`src/hdl/sia_pkg.sv`:
```
// shared types and constants for the slot id allocator
`default_nettype none

package sia_pkg;

   localparam int SLOTS          = 64;
   localparam int VALUE_BITS     = 32;

   localparam int ROW_BITS       = 8;
   localparam int ROW_SEL_BITS   = 3;
   localparam int REQ_TDATA_BITS = 40;
   localparam int RSP_TDATA_BITS = 24;

   typedef logic [ROW_BITS-1:0]     row_type;
   typedef logic [ROW_SEL_BITS-1:0] row_sel_type;
   typedef logic [5:0]              idx_type;
   typedef logic [6:0]              cnt_type;
   typedef logic [1:0]              status_type;
   typedef logic [31:0]             payload_type;

   localparam logic       CMD_PUT      = 1'b0;
   localparam logic       CMD_REMOVE   = 1'b1;

   localparam status_type STATUS_DONE  = 2'd0;
   localparam status_type STATUS_FULL  = 2'd1;
   localparam status_type STATUS_EMPTY = 2'd2;

   typedef enum logic [3:0] {
      ST_CLEAR,
      ST_IDLE,
      ST_PUT_RD,
      ST_PUT_CHK,
      ST_RM_RD,
      ST_RM_CHK,
      ST_TRIM_RD,
      ST_TRIM_CHK,
      ST_DONE
   } state_type;

   typedef struct packed {
      status_type status;
      idx_type    assigned_index;
      cnt_type    used_count;
      cnt_type    used_extent;
   } rsp_type;

endpackage

`default_nettype wire

```
`src/hdl/sia_bitmap_ram.sv`:
```
// occupancy bitmap memory, one row of slot bits per word, registered read
`default_nettype none

module sia_bitmap_ram #(
   parameter int ROWS = 8,
   parameter int RAW  = 3
) (
   input  wire logic                 clock,
   input  wire logic                 wr_en,
   input  wire logic [RAW-1:0]       wr_addr,
   input  wire sia_pkg::row_type     wr_data,
   input  wire logic [RAW-1:0]       rd_addr,
   output sia_pkg::row_type          rd_data
);

   sia_pkg::row_type mem_ff [ROWS];
   sia_pkg::row_type rd_data_ff;

   always_ff @(posedge clock) begin
      if (wr_en) begin
         mem_ff[wr_addr] <= wr_data;
      end
   end

   always_ff @(posedge clock) begin
      rd_data_ff <= mem_ff[rd_addr];
   end

   assign rd_data = rd_data_ff;

endmodule

`default_nettype wire

```
`src/hdl/sia_value_ram.sv`:
```
// stored slot values, one word per slot
`default_nettype none

module sia_value_ram #(
   parameter int SLOTS      = 64,
   parameter int VALUE_BITS = 32,
   parameter int IW         = 6
) (
   input  wire logic                  clock,
   input  wire logic                  wr_en,
   input  wire logic [IW-1:0]         wr_addr,
   input  wire logic [VALUE_BITS-1:0] wr_data
);

   logic [VALUE_BITS-1:0] mem_ff [SLOTS];

   always_ff @(posedge clock) begin
      if (wr_en) begin
         mem_ff[wr_addr] <= wr_data;
      end
   end

endmodule

`default_nettype wire

```
`src/hdl/sia_ctrl.sv`:
```
// allocation sequencer: row scans of the bitmap, counters and result build
`default_nettype none

module sia_ctrl (
   input  wire logic                  clock,
   input  wire logic                  reset,
   input  wire logic                  req_valid,
   output logic                       req_ready,
   input  wire logic                  req_command,
   input  wire sia_pkg::idx_type      req_slot_index,
   input  wire sia_pkg::payload_type  req_payload,
   output logic                       res_valid,
   input  wire logic                  res_ready,
   output sia_pkg::rsp_type           res
);

   localparam int SLOTS      = sia_pkg::SLOTS;
   localparam int VALUE_BITS = sia_pkg::VALUE_BITS;
   localparam int RB   = sia_pkg::ROW_BITS;
   localparam int BW   = sia_pkg::ROW_SEL_BITS;
   localparam int ROWS = (SLOTS + RB - 1) / RB;
   localparam int RAW  = (ROWS > 1) ? $clog2(ROWS) : 1;
   localparam int IW   = $clog2(SLOTS);
   localparam int CW   = $clog2(SLOTS + 1);

   sia_pkg::state_type  state_ff, state_in;
   logic [RAW-1:0]      row_ff, row_in;
   logic [CW-1:0]       cnt_ff, cnt_in;
   logic [CW-1:0]       ext_ff, ext_in;
   sia_pkg::idx_type    idx_ff, idx_in;
   sia_pkg::payload_type val_ff, val_in;
   sia_pkg::rsp_type    res_ff, res_in;

   logic                bm_we;
   sia_pkg::row_type    bm_wdata;
   sia_pkg::row_type    bm_rdata;
   logic                val_we;

   sia_pkg::row_type    rd_or;
   logic                put_hit;
   sia_pkg::row_sel_type free_bit;
   sia_pkg::row_sel_type rm_bit;
   logic                rm_set;
   sia_pkg::row_type    rm_row_new;
   sia_pkg::row_type    trim_src;
   logic                trim_hit;
   sia_pkg::row_sel_type top_bit;
   logic                last_row;
   logic                row_zero;
   logic                trim_needed;
   logic                rm_oob;
   logic [CW-1:0]       put_ext;
   logic [CW-1:0]       trim_ext;

   function automatic sia_pkg::row_type pad_mask(input logic [RAW-1:0] row);
      sia_pkg::row_type m;
      m = '0;
      for (int b = 0; b < RB; b++) begin
         m[b] = (int'(row) * RB + b) >= SLOTS;
      end
      return m;
   endfunction

   function automatic sia_pkg::row_sel_type first_zero(input sia_pkg::row_type v);
      sia_pkg::row_sel_type r;
      r = '0;
      for (int i = RB - 1; i >= 0; i--) begin
         if (!v[i]) begin
            r = BW'(i);
         end
      end
      return r;
   endfunction

   function automatic sia_pkg::row_sel_type last_one(input sia_pkg::row_type v);
      sia_pkg::row_sel_type r;
      r = '0;
      for (int i = 0; i < RB; i++) begin
         if (v[i]) begin
            r = BW'(i);
         end
      end
      return r;
   endfunction

   sia_bitmap_ram #(
      .ROWS (ROWS),
      .RAW  (RAW)
   ) u_bitmap (
      .clock   (clock),
      .wr_en   (bm_we),
      .wr_addr (row_ff),
      .wr_data (bm_wdata),
      .rd_addr (row_ff),
      .rd_data (bm_rdata)
   );

   sia_value_ram #(
      .SLOTS      (SLOTS),
      .VALUE_BITS (VALUE_BITS),
      .IW         (IW)
   ) u_values (
      .clock   (clock),
      .wr_en   (val_we),
      .wr_addr (IW'({row_ff, free_bit})),
      .wr_data (VALUE_BITS'(val_ff))
   );

   assign rd_or       = bm_rdata | pad_mask(row_ff);
   assign put_hit     = ~&rd_or;
   assign free_bit    = first_zero(rd_or);
   assign rm_bit      = idx_ff[BW-1:0];
   assign rm_set      = bm_rdata[rm_bit];
   assign rm_row_new  = bm_rdata & ~(sia_pkg::row_type'(1) << rm_bit);
   assign trim_src    = (state_ff == sia_pkg::ST_RM_CHK) ? rm_row_new : bm_rdata;
   assign trim_hit    = |trim_src;
   assign top_bit     = last_one(trim_src);
   assign last_row    = row_ff == RAW'(ROWS - 1);
   assign row_zero    = row_ff == '0;
   assign trim_needed = 32'(ext_ff) == (32'(idx_ff) + 32'd1);
   assign rm_oob      = 32'(req_slot_index) >= 32'(SLOTS);
   assign put_ext     = CW'({row_ff, free_bit}) + CW'(1);
   assign trim_ext    = CW'({row_ff, top_bit}) + CW'(1);

   // next state
   always_comb begin
      state_in = state_ff;
      unique case (state_ff)
         sia_pkg::ST_CLEAR: begin
            if (last_row) begin
               state_in = sia_pkg::ST_IDLE;
            end
         end
         sia_pkg::ST_IDLE: begin
            if (req_valid) begin
               if (req_command == sia_pkg::CMD_PUT) begin
                  state_in = sia_pkg::ST_PUT_RD;
               end else if (rm_oob) begin
                  state_in = sia_pkg::ST_DONE;
               end else begin
                  state_in = sia_pkg::ST_RM_RD;
               end
            end
         end
         sia_pkg::ST_PUT_RD: begin
            state_in = sia_pkg::ST_PUT_CHK;
         end
         sia_pkg::ST_PUT_CHK: begin
            if (put_hit || last_row) begin
               state_in = sia_pkg::ST_DONE;
            end else begin
               state_in = sia_pkg::ST_PUT_RD;
            end
         end
         sia_pkg::ST_RM_RD: begin
            state_in = sia_pkg::ST_RM_CHK;
         end
         sia_pkg::ST_RM_CHK: begin
            if (rm_set && trim_needed && !trim_hit && !row_zero) begin
               state_in = sia_pkg::ST_TRIM_RD;
            end else begin
               state_in = sia_pkg::ST_DONE;
            end
         end
         sia_pkg::ST_TRIM_RD: begin
            state_in = sia_pkg::ST_TRIM_CHK;
         end
         sia_pkg::ST_TRIM_CHK: begin
            if (trim_hit || row_zero) begin
               state_in = sia_pkg::ST_DONE;
            end else begin
               state_in = sia_pkg::ST_TRIM_RD;
            end
         end
         sia_pkg::ST_DONE: begin
            if (res_ready) begin
               state_in = sia_pkg::ST_IDLE;
            end
         end
         default: begin
            state_in = sia_pkg::ST_CLEAR;
         end
      endcase
   end

   // datapath and memory control
   always_comb begin
      row_in   = row_ff;
      cnt_in   = cnt_ff;
      ext_in   = ext_ff;
      idx_in   = idx_ff;
      val_in   = val_ff;
      res_in   = res_ff;
      bm_we    = 1'b0;
      bm_wdata = '0;
      val_we   = 1'b0;
      unique case (state_ff)
         sia_pkg::ST_CLEAR: begin
            bm_we  = 1'b1;
            row_in = row_ff + RAW'(1);
         end
         sia_pkg::ST_IDLE: begin
            if (req_valid) begin
               idx_in = req_slot_index;
               val_in = req_payload;
               if (req_command == sia_pkg::CMD_PUT) begin
                  row_in = '0;
               end else begin
                  row_in = RAW'(req_slot_index >> BW);
               end
               res_in.status         = sia_pkg::STATUS_EMPTY;
               res_in.assigned_index = req_slot_index;
               res_in.used_count     = sia_pkg::cnt_type'(cnt_ff);
               res_in.used_extent    = sia_pkg::cnt_type'(ext_ff);
            end
         end
         sia_pkg::ST_PUT_CHK: begin
            if (put_hit) begin
               bm_we    = 1'b1;
               bm_wdata = bm_rdata | (sia_pkg::row_type'(1) << free_bit);
               val_we   = 1'b1;
               cnt_in   = cnt_ff + CW'(1);
               if (ext_ff < put_ext) begin
                  ext_in = put_ext;
               end
               res_in.status         = sia_pkg::STATUS_DONE;
               res_in.assigned_index = sia_pkg::idx_type'({row_ff, free_bit});
            end else if (last_row) begin
               res_in.status         = sia_pkg::STATUS_FULL;
               res_in.assigned_index = '0;
            end else begin
               row_in = row_ff + RAW'(1);
            end
            res_in.used_count  = sia_pkg::cnt_type'(cnt_in);
            res_in.used_extent = sia_pkg::cnt_type'(ext_in);
         end
         sia_pkg::ST_RM_CHK: begin
            if (rm_set) begin
               bm_we    = 1'b1;
               bm_wdata = rm_row_new;
               cnt_in   = cnt_ff - CW'(1);
               if (trim_needed) begin
                  if (trim_hit) begin
                     ext_in = trim_ext;
                  end else if (row_zero) begin
                     ext_in = '0;
                  end else begin
                     row_in = row_ff - RAW'(1);
                  end
               end
               res_in.status = sia_pkg::STATUS_DONE;
            end
            res_in.used_count  = sia_pkg::cnt_type'(cnt_in);
            res_in.used_extent = sia_pkg::cnt_type'(ext_in);
         end
         sia_pkg::ST_TRIM_CHK: begin
            if (trim_hit) begin
               ext_in = trim_ext;
            end else if (row_zero) begin
               ext_in = '0;
            end else begin
               row_in = row_ff - RAW'(1);
            end
            res_in.used_extent = sia_pkg::cnt_type'(ext_in);
         end
         sia_pkg::ST_PUT_RD,
         sia_pkg::ST_RM_RD,
         sia_pkg::ST_TRIM_RD,
         sia_pkg::ST_DONE: begin
         end
         default: begin
         end
      endcase
   end

   always_ff @(posedge clock) begin
      if (reset) begin
         state_ff <= sia_pkg::ST_CLEAR;
         row_ff   <= '0;
         cnt_ff   <= '0;
         ext_ff   <= '0;
      end else begin
         state_ff <= state_in;
         row_ff   <= row_in;
         cnt_ff   <= cnt_in;
         ext_ff   <= ext_in;
      end
   end

   always_ff @(posedge clock) begin
      idx_ff <= idx_in;
      val_ff <= val_in;
      res_ff <= res_in;
   end

   assign req_ready = state_ff == sia_pkg::ST_IDLE;
   assign res_valid = state_ff == sia_pkg::ST_DONE;
   assign res       = res_ff;

   a_count_bound: assert property (@(posedge clock) disable iff (reset)
      32'(cnt_ff) <= 32'(SLOTS))
      else $error("occupied count beyond table size");

   a_count_in_extent: assert property (@(posedge clock) disable iff (reset)
      cnt_ff <= ext_ff)
      else $error("occupied count above extent");

   a_no_accept_clear: assert property (@(posedge clock) disable iff (reset)
      state_ff == sia_pkg::ST_CLEAR |-> !req_ready)
      else $error("transaction accepted during clearing pass");

   a_put_counts: assert property (@(posedge clock) disable iff (reset)
      (state_ff == sia_pkg::ST_PUT_CHK && put_hit) |=>
         cnt_ff == CW'($past(cnt_ff) + CW'(1)))
      else $error("successful put did not raise count");

endmodule

`default_nettype wire

```
`src/hdl/slot_id_allocator_top.sv`:
```
// slot id allocator top level: stream ports and result register
`default_nettype none

// Lowest-free slot allocator over a table of SLOTS slots. A put transaction
// stores its payload in the lowest free slot and returns that slot; a remove
// transaction frees a named slot and trims the extent when the top slot goes.
// Occupancy lives in a bitmap memory of eight slots per row with a registered
// read, and each row visit has a read state and then a check and write-back
// state. A put visits rows upward from row 0 until it finds a free slot or
// has checked the last row; a remove visits the named row, then walks rows
// down while trimming the extent. After reset a clearing pass writes zero to
// every bitmap row in turn, and no transaction is taken until it ends. A
// finished result waits in an output register, so the next request is
// accepted while it is still pending.
module slot_id_allocator_top (
   input  wire logic                                 clock,
   input  wire logic                                 reset,
   input  wire logic                                 req_tvalid,
   output logic                                      req_tready,
   // slot_index [5:0], payload [37:6], zero [39:38]
   input  wire logic [sia_pkg::REQ_TDATA_BITS-1:0]   req_tdata,
   // command [0]
   input  wire logic [0:0]                           req_tuser,
   output logic                                      rsp_tvalid,
   input  wire logic                                 rsp_tready,
   // assigned_index [5:0], used_count [12:6], used_extent [19:13], zero [23:20]
   output logic [sia_pkg::RSP_TDATA_BITS-1:0]        rsp_tdata,
   // status [1:0]
   output logic [1:0]                                rsp_tuser
);

   logic             res_valid;
   logic             res_ready;
   sia_pkg::rsp_type res;
   logic             rsp_valid_ff, rsp_valid_in;
   sia_pkg::rsp_type rsp_data_ff, rsp_data_in;

   sia_ctrl u_ctrl (
      .clock          (clock),
      .reset          (reset),
      .req_valid      (req_tvalid),
      .req_ready      (req_tready),
      .req_command    (req_tuser[0]),
      .req_slot_index (req_tdata[5:0]),
      .req_payload    (req_tdata[37:6]),
      .res_valid      (res_valid),
      .res_ready      (res_ready),
      .res            (res)
   );

   assign res_ready = !rsp_valid_ff || rsp_tready;

   always_comb begin
      rsp_valid_in = rsp_valid_ff && !rsp_tready;
      rsp_data_in  = rsp_data_ff;
      if (res_valid && res_ready) begin
         rsp_valid_in = 1'b1;
         rsp_data_in  = res;
      end
   end

   always_ff @(posedge clock) begin
      if (reset) begin
         rsp_valid_ff <= 1'b0;
      end else begin
         rsp_valid_ff <= rsp_valid_in;
      end
   end

   always_ff @(posedge clock) begin
      rsp_data_ff <= rsp_data_in;
   end

   assign rsp_tvalid = rsp_valid_ff;
   assign rsp_tuser  = rsp_data_ff.status;
   assign rsp_tdata  = {4'b0000, rsp_data_ff.used_extent, rsp_data_ff.used_count,
                        rsp_data_ff.assigned_index};

endmodule

`default_nettype wire
```
`config.mk`:
```
export PLATFORM = sky130hd
export DESIGN_NAME = slot_id_allocator_top
export DESIGN_NICKNAME = d
export VERILOG_FILES = /design/src/hdl/sia_pkg.sv /design/src/hdl/sia_bitmap_ram.sv /design/src/hdl/sia_value_ram.sv /design/src/hdl/sia_ctrl.sv /design/src/hdl/slot_id_allocator_top.sv
export SDC_FILE = /design/constraint.sdc
export NUM_CORES = 1
export LEC_CHECK = 0
export BUFFER_PORTS_ARGS = -buffer_cell sky130_fd_sc_hd__buf_4
export CAP_MARGIN = 10
export CORE_MARGIN = 10
export CORE_UTILIZATION = 40
export CTS_CLUSTER_SIZE = 16
export DETAILED_ROUTE_END_ITERATION = 7
export GPL_ROUTABILITY_DRIVEN = 0
export PLACE_DENSITY_LB_ADDON = 0.2
export REMOVE_ABC_BUFFERS = 1
export SETUP_SLACK_MARGIN = 0.2
export SLEW_MARGIN = 10
export SYNTH_ARGS = -nofsm -noshare
export SYNTH_HDL_FRONTEND = slang
export SYNTH_SLANG_ARGS = --single-unit
```
`constraint.sdc`:
```
create_clock -name clock -period 4.3 [get_ports clock]
set_clock_uncertainty 0.2 [all_clocks]
set_input_delay 0.215 -clock clock [delete_from_list [all_inputs] [get_ports clock]]
set_output_delay 0.215 -clock clock [all_outputs]
set_load 0.05 [all_outputs]
```
Word-level counts from Yosys, hierarchy flattened
Memory sizes are Yosys's and may differ from the RTL's. A register that Yosys moved wholly into a read port is not among the register bits.
Cells that the tools add are included.
W data, S select, Z words.
{"block": "word_totals", "ram_bits": 64, "memories": 1, "wordCells": 155, "regBits": 72}
{"name": "u_ctrl.u_bitmap.mem_ff", "words": 8, "width": 8, "read_ports": 1, "rd_ports_with_merged_regs": 1, "write_ports": 1, "line_no": "sia_bitmap_ram.sv:16", "text": "sia_pkg::row_type mem_ff [ROWS];"}
{"block": "op_classes", "n_bitwise": 4, "eq_ne": 18, "mux": 62, "magnitude_cmp": 10, "shifts": 2, "n_addsub": 14, "reduce_logical": 30}
{"op": "$ge A32 B8 Y1 const B", "n": 7}
{"op": "$mux W3", "n": 21}
{"op": "$mux W7", "n": 8}
{"op": "$pmux W7 S3", "n": 2}
{"op": "$mux W8", "n": 5}
{"op": "$pmux W4 S9", "n": 1}
{"op": "$eq A7 B32 Y1", "n": 1}
{"op": "$add A6 B1 Y7 const B", "n": 4}
{"op": "$add A6 B3 Y7 const B", "n": 4}
{"op": "$pmux W7 S4", "n": 1}
{"op": "$mux W4", "n": 6}
{"op": "$mux W22", "n": 1}
{"op": "$eq A4 B3 Y1 const B", "n": 4}
{"op": "$or A8 B8 Y8", "n": 2}
{"op": "$pmux W8 S2", "n": 1}
{"op": "$shl A1 B3 Y8 const A", "n": 2}
{"op": "$pmux W3 S5", "n": 1}
{"op": "$add A6 B2 Y7 const B", "n": 2}
{"op": "$pmux W7 S2", "n": 1}
{"op": "$pmux W6 S2", "n": 1}
{"op": "$ne A2 B1 Y1 const B", "n": 5}
{"op": "$and A8 B8 Y8", "n": 1}
{"op": "$eq A4 B2 Y1 const B", "n": 2}
{"op": "$not A8 Y8", "n": 1}
{"op": "other kinds (32)", "n": 56}

Longest topological paths before layout
Gate-level depths: netlist of the first run.
{"block": "logic_depth", "ltp_word": 16, "ltp_mapped": 15}

By module
From an unflattened synthesis of the first run, not the netlist that was laid out.
{"block": "hier_totals", "cells_unflattened": 568, "hier_area_um2": 7046.8}
{"mod": "sia_ctrl", "cells_per_inst": 422, "seq_area_each_um2": 1261.2, "instances": 1, "area_each_um2": 3606.0}
{"mod": "sia_bitmap_ram", "cells_per_inst": 114, "seq_area_each_um2": 2082.0, "instances": 1, "area_each_um2": 2691.3}
{"mod": "slot_id_allocator_top", "cells_per_inst": 32, "seq_area_each_um2": 680.7, "instances": 1, "area_each_um2": 749.5}

Worst setup path after synthesis of the first run
Ideal clock, no wire load.
{"block": "synth_path", "kind": "register -> register", "start": "register u_ctrl.row_ff[1]", "end": "register u_ctrl.res_ff, in the netlist u_ctrl.res[3] (data pin)", "stages_incl_launch_ff": 13, "path_buffers": 2, "setup_ps": 264, "setup_slack_ps": 823, "period_less_slack_ps": 3477, "arrival_time_ps": 3013, "cell_sequence": "dfxtp_1 buf_2 clkinv_1 nor2_2 nand2_1 or4_1 ha_1 a2111oi_2 o21ai_0 buf_2 and2_1 a221oi_1 nand2_1"}
{"element": "start: declaration", "line_no": "sia_ctrl.sv:27", "text": "logic [RAW-1:0] row_ff, row_in;"}
{"element": "start signal: assignment", "line_no": "sia_ctrl.sv:284", "text": "row_ff <= row_in;"}
{"element": "end signal: assignment", "line_no": "sia_ctrl.sv:293", "text": "res_ff <= res_in;"}
{"element": "end: declaration", "line_no": "sia_ctrl.sv:32", "text": "sia_pkg::rsp_type res_ff, res_in;"}

==> summary.txt, run 1 <==
Tcrit/Tclk final: 90.6%
Clock root cell: clkbuf_16
Area grow syn2layout: 15.6%
Starting density of the core: 40.9%
Initial antenna violation count: 0
Share of Yosys cell area claimed by the top area cell type: 48.4%
Final Hold Viols: 0
Fillers: 1585
Drt wl/cell: 19.9 um
Grt total ovfl: 0
Port Buf Inserts: 34
Post-Syn Area: 7080 sq um
Final setup vio count: 0
Fin worst setup slack: 402 ps
Die height: 153 um
Core ar.: 17300 sq um
Peak VDD IR: 284 uV
Avg Vias per Cell: 5.71
Sw Ratio: 26.3%
Netlist cell types: 81
Die W: 153 um
Crit path DAT: 3840 ps
Clock sink count: 144
Ant diodes: 0
Leak: 2.83 nW
DRC Markers: 0
RSZ-0062 raised after global routing: true
Avg Cell Area, Syn: 11.6 sq um
Post-layout min period: 3900 ps
Area leader, netlist: edfxtp_1
Synthesized flop and latch total: 144
Footprint of the multi-input gates: 2730 sq um
Switch Pwr: 0.923 mW
Pwr/cell area: 428 nW/um^2
# H-tree levels: 4
First-pass GRT wire length: 27900 um
Total internal power: 2.58 mW
Register area: 4030 sq um
Worst Max-Slew Pin Slew: 1170 ps
Slew headroom: 21.4%
Total die area: 23400 sq um
Util after Layout: 47.3%
Logic pwr share: 12.5%
Dpl hpwl: 12300 um
Postcts setup bufs: 0
CTS Buf Count: 17
Clk_lat worst skew: 420 ps
Flop pwr share: 45.7%
GRT Total Usage: 14.9%
Share of cells above drive strength 1: 17.3%
Warnings, synthesis: 0
CP Class: reg -> reg
Synth top area cells: edfxtp_1 48%, dfxtp_1 8.5%, ha_1 2.8%
CTS tree: yes
WL final: 17800 um
Vias: 5110
Layout Nets: 719
Critical Path Fanout Max: 11
Max Transition Viols Final: 0
Worst EP required: 4240 ps
Post-Route Setup TNS: 0 ps
F_max: 257 MHz
Startpoint types: flip-flop
Placed Area: 7520 sq um
Synth Flop Type: edfxtp_1
Max cap viols: 0
Largest net degree at the start of global routing: 36
Sequential share of the synthesized area: 56.8%
Place WS: 465 ps
Rows: 48
Number of routed nets with antenna violations: 0
Clock power share: 41.8%
Initial DRC count: 567
Commonest cells post-synth: 114 x edfxtp_1, 53 x nand2_1, 44 x nor2_1
CP Capture Type: flip-flop
Async SR Flop Fraction: 0%
I/O pins: 73
Clock slew at reported path FFs: 70 ps
Clk buf depth: 2
Final instance area: 8190 sq um
Post-Synthesis Cells: 608
Status: finished clean
Number of global-route vias before repair: 4958
Post-synth EDFFs: 114
Top-count cell post-synth: edfxtp_1
First-pass DRT Iterations: 5
Hold crit path type: in -> reg
-- kinds of logic (layout without fill, tap and decap cells) --
group                    count (synthesis)  after routing  synth area share (%)
AO/OA/AOI/OAI                          147            147                  14.1
XOR/XNOR                                21             21                  2.60
adder cells (fa/ha/maj)                 17             17                  3.11
AND/OR/NAND/NOR                        203            203                  14.4
flip-flops                             144            144                  56.8
buffers and inverters                   58            117                  4.81
other                                    1              4                0.0530
multiplexers                            17             17                  4.15
-- worst max-delay path, cell delays in order (launching register included) --
cell and delay (ps):
dfxtp_1 450, nor2b_1 210, o221ai_1 330, or4_1 660
ha_1 360, nand2_1 100, nor2_1 60, a2111oi_2 220
o21ai_0 200, buf_4 210, and2_1 190, o31ai_1 260
o221ai_1 180
-- layout by cell type (no fill, tap or decap), types with 8 or more instances in the layout --
master         synthesis  routed
o21ai_0               40      40
nand3_1               20      20
and2_1                15      15
xnor2_1               17      17
nand4_1                8       8
clkbuf_16              0      17
dfxtp_1               30      29
nand2_1               53      53
nor3_1                15      15
buf_4                  5      52
inv_1                 23      23
dlygate4sd3_1          0       8
a21oi_1               37      37
a221oi_1              10      10
edfxtp_1             114     114
nand2b_1              13      13
ha_1                  16      16
nor2_1                44      44
-- registers in the layout, summed over array words and instances, names as in the netlist --
name,cells
u_ctrl.u_bitmap.mem_ff,64
u_ctrl.res,22
rsp_tdata,20
u_ctrl.u_bitmap.rd_data,8
u_ctrl.cnt_ff,7
u_ctrl.ext_ff,7
u_ctrl.idx_ff,6
u_ctrl.state_ff,4
u_ctrl.row_ff,3
rsp_tuser,2
rsp_tvalid,1
-- area by class of cell --
type                       count  share of cell area (%)
sequential                   144                    49.2
multi-input combinational    409                    33.4
timing repair buffer          60                    5.75
clock inverter                13                    1.68
clock buffer                  19                    5.41
tap                          225                    3.44
inverter                      25                    1.15
-- power by group through the flow --
stage          logic, mW  registers, mW  clock network (mW)
3_5_place_dp       0.426           1.63                   0
6_report           0.439           1.60                1.47
2_1_floorplan      0.278           1.63                   0
5_1_grt            0.482           1.61                1.56
4_1_cts            0.434           1.60                1.48
3_3_place_gp       0.421           1.63                   0
-- worst paths after layout --
| check | slack [ps] | end | from | cells after the start |
|---|---|---|---|---|
| worst max-delay path | 400 | u_ctrl.res[1] | u_ctrl.u_bitmap.rd_data[6] | 12 |
| worst min register to register | 220 | rsp_tdata[17] | u_ctrl.res[4] | 0 |
| worst min-delay path | 40 | u_ctrl.row_ff[0] | req_tuser | 4 |
| worst max register to register | 400 | u_ctrl.res[1] | u_ctrl.u_bitmap.rd_data[6] | 12 |
-- through the flow --
step	cells	hold WS, ps	power (mW)
floorplan	578	84.1	1.91
global placement	855	201	2.05
detailed placement	855	205	2.06
CTS	895	25.0	3.52
global route	895	66.7	3.65
finish	895	40.0	3.51
-- what timing repair did --
| item | 4_1_cts | 5_1_grt |
|---|---|---|
| hold buffers | 8 | 0 |
| endpoints found under the setup margin | 0 | 3 |
| endpoints found under the hold margin | 23 | 0 |
| gates resized for setup | 0 | 2 |
-- per-layer routing --
layer / global-route usage (%) / routed length [um] / up-vias
met5: 0 / 0 / -
met4: 5.54 / 472 / 0
met3: 3.62 / 905 / 39
met2: 23.9 / 8490 / 186
met1: 19.1 / 7950 / 2499
li1: - / - / 2386
Power figures use the tool's default switching activity.
==> run 2: changes to the inputs <==
--- a/config.mk
+++ b/config.mk
@@ -5,12 +5,12 @@
 export SDC_FILE = /design/constraint.sdc
 export NUM_CORES = 1
 export LEC_CHECK = 0
-export BUFFER_PORTS_ARGS = -buffer_cell sky130_fd_sc_hd__buf_4
 export CAP_MARGIN = 10
 export CORE_MARGIN = 10
 export CORE_UTILIZATION = 40
 export CTS_CLUSTER_SIZE = 16
 export DETAILED_ROUTE_END_ITERATION = 7
+export DONT_BUFFER_PORTS = 1
 export GPL_ROUTABILITY_DRIVEN = 0
 export PLACE_DENSITY_LB_ADDON = 0.2
 export REMOVE_ABC_BUFFERS = 1
==> run 2 against run 1 <==
  * Routed wire length down 0.66%
  * Global-route usage about the same
  * First-iteration DRC count up 1.6%
  * Count of clock-buffer cells in the layout down 1
  * Sequential share of layout area up 0.66 points
  * Critical path depth unchanged
  * Core utilization down 0.64 points
  * Combinational power up 3%
  * Setup slack better by 78 ps
==> summary.txt, run 2 (same netlist as run 1, synthesis figures left out) <==
Vias: 5022 (was 5110)
Layout Nets: 696 (was 719)
First-pass GRT wire length: 28000 um (was 27900 um)
WL final: 17700 um (was 17800 um)
Post-layout min period: 3820 ps (was 3900 ps)
Largest register by flop count: u_ctrl.u_bitmap.mem_ff (unchanged)
# H-tree levels: 4 (unchanged)
Util after Layout: 46.7% (was 47.3%)
Slew headroom: 27.8% (was 21.4%)
Critical Path Fanout Max: 9 (was 11)
Number of routed nets with antenna violations: 0 (unchanged)
Dpl hpwl: 12400 um (was 12300 um)
CP Capture Type: flip-flop (unchanged)
Peak VDD IR: 282 uV (was 284 uV)
Die height: 153 um (unchanged)
Clock sink count: 144 (unchanged)
Initial antenna violation count: 0 (unchanged)
CTS tree: yes (unchanged)
Starting density of the core: 40.9% (unchanged)
Startpoint types: flip-flop (unchanged)
Most frequent cells in the layout: 114 x edfxtp_1, 53 x nand2_1, 44 x nor2_1, 39 x o21ai_0, 37 x a21oi_1 (was 114 x edfxtp_1, 53 x nand2_1, 52 x buf_4, 44 x nor2_1, 40 x o21ai_0)
Die W: 153 um (unchanged)
Leak: 2.75 nW (was 2.83 nW)
GRT Total Usage: 15.0% (was 14.9%)
Crit path DAT: 3780 ps (was 3840 ps)
Worst EP required: 4260 ps (was 4240 ps)
Pwr/cell area: 446 nW/um^2 (was 428 nW/um^2)
DRC Markers: 0 (unchanged)
Tcrit/Tclk final: 88.8% (was 90.6%)
Worst Max-Slew Pin Slew: 1070 ps (was 1170 ps)
Rows: 48 (unchanged)
I/O pins: 73 (unchanged)
Fillers: 1539 (was 1585)
Ant diodes: 0 (unchanged)
Max reg flops: 64 (unchanged)
CP Class: reg -> reg (unchanged)
Max cap viols: 0 (unchanged)
Core ar.: 17300 sq um (unchanged)
Clock slew at reported path FFs: 60 ps (was 70 ps)
Largest net degree at the start of global routing: 36 (unchanged)
Max Transition Viols Final: 0 (unchanged)
Status: finished clean (unchanged)
Share of cells above drive strength 1: 13.6% (was 17.3%)
Drt wl/cell: 20.3 um (was 19.9 um)
Final instance area: 8080 sq um (was 8190 sq um)
Clk_lat worst skew: 420 ps (about the same)
Grt total ovfl: 0 (unchanged)
Place WS: 489 ps (was 465 ps)
Hold crit path type: reg -> reg (was in -> reg)
Total die area: 23400 sq um (unchanged)
Commonest non-fill, non-tap cell in the layout: edfxtp_1 (unchanged)
Port Buf Inserts: 0 (was 34)
Fin worst setup slack: 480 ps (was 402 ps)
First-pass DRT Iterations: 5 (unchanged)
Clk buf depth: 2 (unchanged)
Area grow syn2layout: 14.1% (was 15.6%)
RSZ-0062 raised after global routing: true (unchanged)
Placed Area: 7270 sq um (was 7520 sq um)
Clock root cell: clkbuf_16 (unchanged)
Final setup vio count: 0 (unchanged)
Initial DRC count: 576 (was 567)
Final Hold Viols: 0 (unchanged)
Avg Vias per Cell: 5.76 (was 5.71)
Number of global-route vias before repair: 4980 (was 4958)
F_max: 262 MHz (was 257 MHz)
CTS Buf Count: 17 (unchanged)
## run 2: cell types whose count changed in the layout (fill, tap and decap cells not counted), moves of 2 or more
cell / change
clkinvlp_4: -3
inv_6: +3
buf_4: -29
dlygate4sd3_1: +6
inv_8: +4
clkinv_2: -2
## run 2: layer usage
layer  vias up  track usage (%)  part of all wire, %
met2       201             24.5                   48
met4         0             6.58                  3.0
met3        44             3.03                  5.2
met1      2442             18.6                   44
li1       2335                -                    -
met5         -                0                    0
## run 2: timing repair
item / 4_1_cts / 5_1_grt
endpoints found under the hold margin: 34 / 0
setup endpoints to repair: 0 / 5
buffers inserted: 0 / 4
resized for setup: 0 / 3
hold buffers: 14 / 0
## run 2: area by class of cell
cell class                      count  area [sq um]  share of cell area [%]
Sequential cell                   144          4020                    49.8
Multi-Input combinational cell    409          2740                    33.9
Clock buffer                       18           429                    5.31
Timing Repair Buffer               37           313                    3.87
Tap cell                          225           282                    3.49
Clock inverter                     14           194                    2.40
Inverter                           25          93.8                    1.16
## run 2: path summary, 6_finish.rpt
check | start | end | slack [ps] | cells past startpoint
setup reg to reg | u_ctrl.u_bitmap.rd_data[1] | u_ctrl.res[3] | 480 | 12
hold / removal | u_ctrl.res[19] | rsp_tdata[5] | 220 | 0
hold reg to reg | u_ctrl.res[19] | rsp_tdata[5] | 220 | 0
setup / recovery | u_ctrl.u_bitmap.rd_data[1] | u_ctrl.res[3] | 480 | 12
## run 2: critical path: stages (launching register included)
cell       delay, ps
dfxtp_1          510
nand4_1          190
nand2b_1         320
or4_1            580
ha_1             340
nand2_1          100
nor2_1            60
a2111oi_2        190
o21ai_0          250
buf_4            230
and2_1           190
a221oi_1         310
nand2_1           90
## run 2: through the flow
step                      TNS (ps)  hold WS [ps]  power (mW)  std cells
after detailed placement         0          89.9        2.05        822
after global placement           0          88.9        2.04        822
after CTS                        0           221        3.63        868
after floorplan              -98.7          84.1        1.91        578
after global routing             0           225        3.75        872
final                            0           219        3.60        872
## run 2: where the power goes
part	internal [mW]	total [mW]	switching, mW
clock	0.938	1.56	0.618
sequential	1.55	1.59	0.0432
combinational	0.166	0.453	0.287
==> run 3: changes to the inputs <==
--- a/config.mk
+++ b/config.mk
@@ -7,7 +7,7 @@
 export LEC_CHECK = 0
 export CAP_MARGIN = 10
 export CORE_MARGIN = 10
-export CORE_UTILIZATION = 40
+export CORE_UTILIZATION = 35
 export CTS_CLUSTER_SIZE = 16
 export DETAILED_ROUTE_END_ITERATION = 7
 export DONT_BUFFER_PORTS = 1
==> run 3 against run 2 <==
  * Register-to-register slack gained 40 ps
  * Final cell count is 4.7% higher
  * Design area unchanged
  * Core utilization decreased by 5.6 points
  * Power decreased by 2.8%
  * Flip-flop and latch count stayed put
  * Count of clock-buffer cells in the layout is 6 higher
  * Clock power shrank 7%
  * Non-clock buffer count up 1
  * Combinational power barely moved
  * Largest power group unchanged
==> summary.txt, run 3 (same netlist as run 1, synthesis figures left out) <==
Post-layout min period: 3780 ps (was 3820 ps)
Critical-path cell list: nand4_1 > nand2b_1 > or4_1 > ha_1 > nand2_1 > nor2_1 > a2111oi_2 > o21ai_1 > buf_4 > and2_1 > a221oi_1 > nand2_1 (was nand4_1 > nand2b_1 > or4_1 > ha_1 > nand2_1 > nor2_1 > a2111oi_2 > o21ai_0 > buf_4 > and2_1 > a221oi_1 > nand2_1)
GRT Total Usage: 14.1% (was 15.0%)
Max Transition Viols Final: 0 (unchanged)
Largest net degree at the start of global routing: 36 (unchanged)
Clock root cell: clkbuf_16 (unchanged)
CTS Buf Count: 17 (unchanged)
Die W: 162 um (was 153 um)
Postcts setup bufs: 0 (unchanged)
Peak VDD IR: 248 uV (was 282 uV)
Most frequent CP cell: nand2_1 (unchanged)
Worst EP required: 4260 ps (about the same)
Clock slew at reported path FFs: 60 ps (about the same)
Number of global-route vias before repair: 4969 (was 4980)
# H-tree levels: 4 (unchanged)
CP Capture Type: flip-flop (unchanged)
Slowest stage delay, CP: 570 ps (was 580 ps)
Gr busiest metal: met2 (unchanged)
Layout Nets: 697 (was 696)
Clk buf depth: 2 (unchanged)
Total internal power: 2.60 mW (was 2.65 mW)
F_max: 265 MHz (was 262 MHz)
Grt total ovfl: 0 (unchanged)
Core ar.: 19700 sq um (was 17300 sq um)
Drt wl/cell: 19.9 um (was 20.3 um)
Starting density of the core: 36.0% (was 40.9%)
Final setup vio count: 0 (unchanged)
Slew headroom: 46.1% (was 27.8%)
Status: finished clean (unchanged)
Dpl hpwl: 12600 um (was 12400 um)
Place WS: 464 ps (was 489 ps)
Number of routed nets with antenna violations: 0 (unchanged)
Startpoint types: flip-flop (unchanged)
Hold crit path type: reg -> reg (unchanged)
Max cap viols: 0 (unchanged)
Vias: 4980 (was 5022)
Most frequent cells in the layout: 114 x edfxtp_1, 53 x nand2_1, 44 x nor2_1, 39 x o21ai_0, 37 x a21oi_1 (unchanged)
Initial DRC count: 482 (was 576)
Logic pwr share: 12.9% (was 12.6%)
Max reg flops: 64 (unchanged)
Flop pwr share: 45.6% (was 44.2%)
GR Util met3: 3.51% (was 3.03%)
Clock power share: 41.5% (was 43.2%)
I/O pins: 73 (unchanged)
Pwr/cell area: 433 nW/um^2 (was 446 nW/um^2)
Clock sink count: 144 (unchanged)
Critical path buffers and inverters: 1 (unchanged)
Fillers: 1914 (was 1539)
Worst Max-Slew Pin Slew: 809 ps (was 1070 ps)
CTS tree: yes (unchanged)
First-pass GRT wire length: 28800 um (was 28000 um)
Met2 Usage GRT: 22.9% (was 24.5%)
Switch Pwr: 0.904 mW (was 0.948 mW)
Met1 GRT Util: 17.7% (was 18.6%)
First-pass DRT Iterations: 5 (unchanged)
Final Hold Viols: 0 (unchanged)
Sw Ratio: 25.8% (was 26.3%)
CP Class: reg -> reg (unchanged)
Ant diodes: 0 (unchanged)
Fin worst setup slack: 524 ps (was 480 ps)
Total chip power: 3.50 mW (was 3.60 mW)
Tcrit/Tclk final: 87.8% (was 88.8%)
Rows: 51 (was 48)
Critical path's top delay family: simple AND/OR/NAND/NOR gates (unchanged)
DRC Markers: 0 (unchanged)
Largest register by flop count: u_ctrl.u_bitmap.mem_ff (unchanged)
Critical Path Fanout Max: 9 (unchanged)
Leak: 2.73 nW (was 2.75 nW)
Initial antenna violation count: 0 (unchanged)
Commonest non-fill, non-tap cell in the layout: edfxtp_1 (unchanged)
Crit path DAT: 3740 ps (was 3780 ps)
Avg Vias per Cell: 5.45 (was 5.76)
Total die area: 26300 sq um (was 23400 sq um)
RSZ-0062 raised after global routing: false (was true)
Die height: 162 um (was 153 um)
Area grow syn2layout: 14.1% (unchanged)
Clk_lat worst skew: 420 ps (about the same)
Port Buf Inserts: 0 (unchanged)
Crit-path slowest cell: or4_1 (unchanged)
WL final: 18200 um (was 17700 um)
Share of cells above drive strength 1: 13.3% (was 13.6%)
[run 3: metrics by stage]
step	area [sq um]	hold WS (ps)	cells	utilization, %	TNS [ps]
5_1_grt	8080	223	913	41.1	0
3_5_place_dp	7370	91.5	869	37.5	0
3_3_place_gp	7370	89.1	869	37.5	0
4_1_cts	8080	218	913	41.1	0
6_report	8080	216	913	41.1	0
2_1_floorplan	6840	84.1	578	-	-98.7
[run 3: power groups by stage]
stage / Combinational (mW) / Sequential (mW) / Clock, mW
global route: 0.501 / 1.60 / 1.54
finish: 0.452 / 1.60 / 1.45
global placement: 0.428 / 1.62 / 0
CTS: 0.448 / 1.59 / 1.48
detailed placement: 0.433 / 1.62 / 0
floorplan: 0.278 / 1.63 / 0
[run 3: layer usage]
layer  up-vias  part of all wire (%)
li1       2340                     -
met4         0                   2.3
met3        35                   5.5
met1      2435                    44
met5         -                     0
met2       170                    48
[run 3: repair_timing]
action / CTS / global route
endpoints found under the hold margin: 32 / 0
resized for setup: 0 / 1
hold buffers: 12 / 0
setup endpoints to repair: 0 / 2
[run 3: cell type report]
cell class	count	area (sq um)	share of cell area [%]
Sequential cell	144	4020	49.8
Inverter	25	93.8	1.16
Clock buffer	24	504	6.24
Clock inverter	8	77.6	0.961
Multi-Input combinational cell	409	2730	33.8
Timing Repair Buffer	38	315	3.90
Tap cell	265	332	4.11
[run 3: path summary, 6_finish.rpt]
check / cells past startpoint / startpoint / slack (ps) / endpoint
max reg2reg: 12 / u_ctrl.u_bitmap.rd_data[1] / 520 / u_ctrl.res[3]
max: 12 / u_ctrl.u_bitmap.rd_data[1] / 520 / u_ctrl.res[3]
min reg2reg: 0 / u_ctrl.res[18] / 220 / rsp_tdata[4]
min: 0 / u_ctrl.res[18] / 220 / rsp_tdata[4]
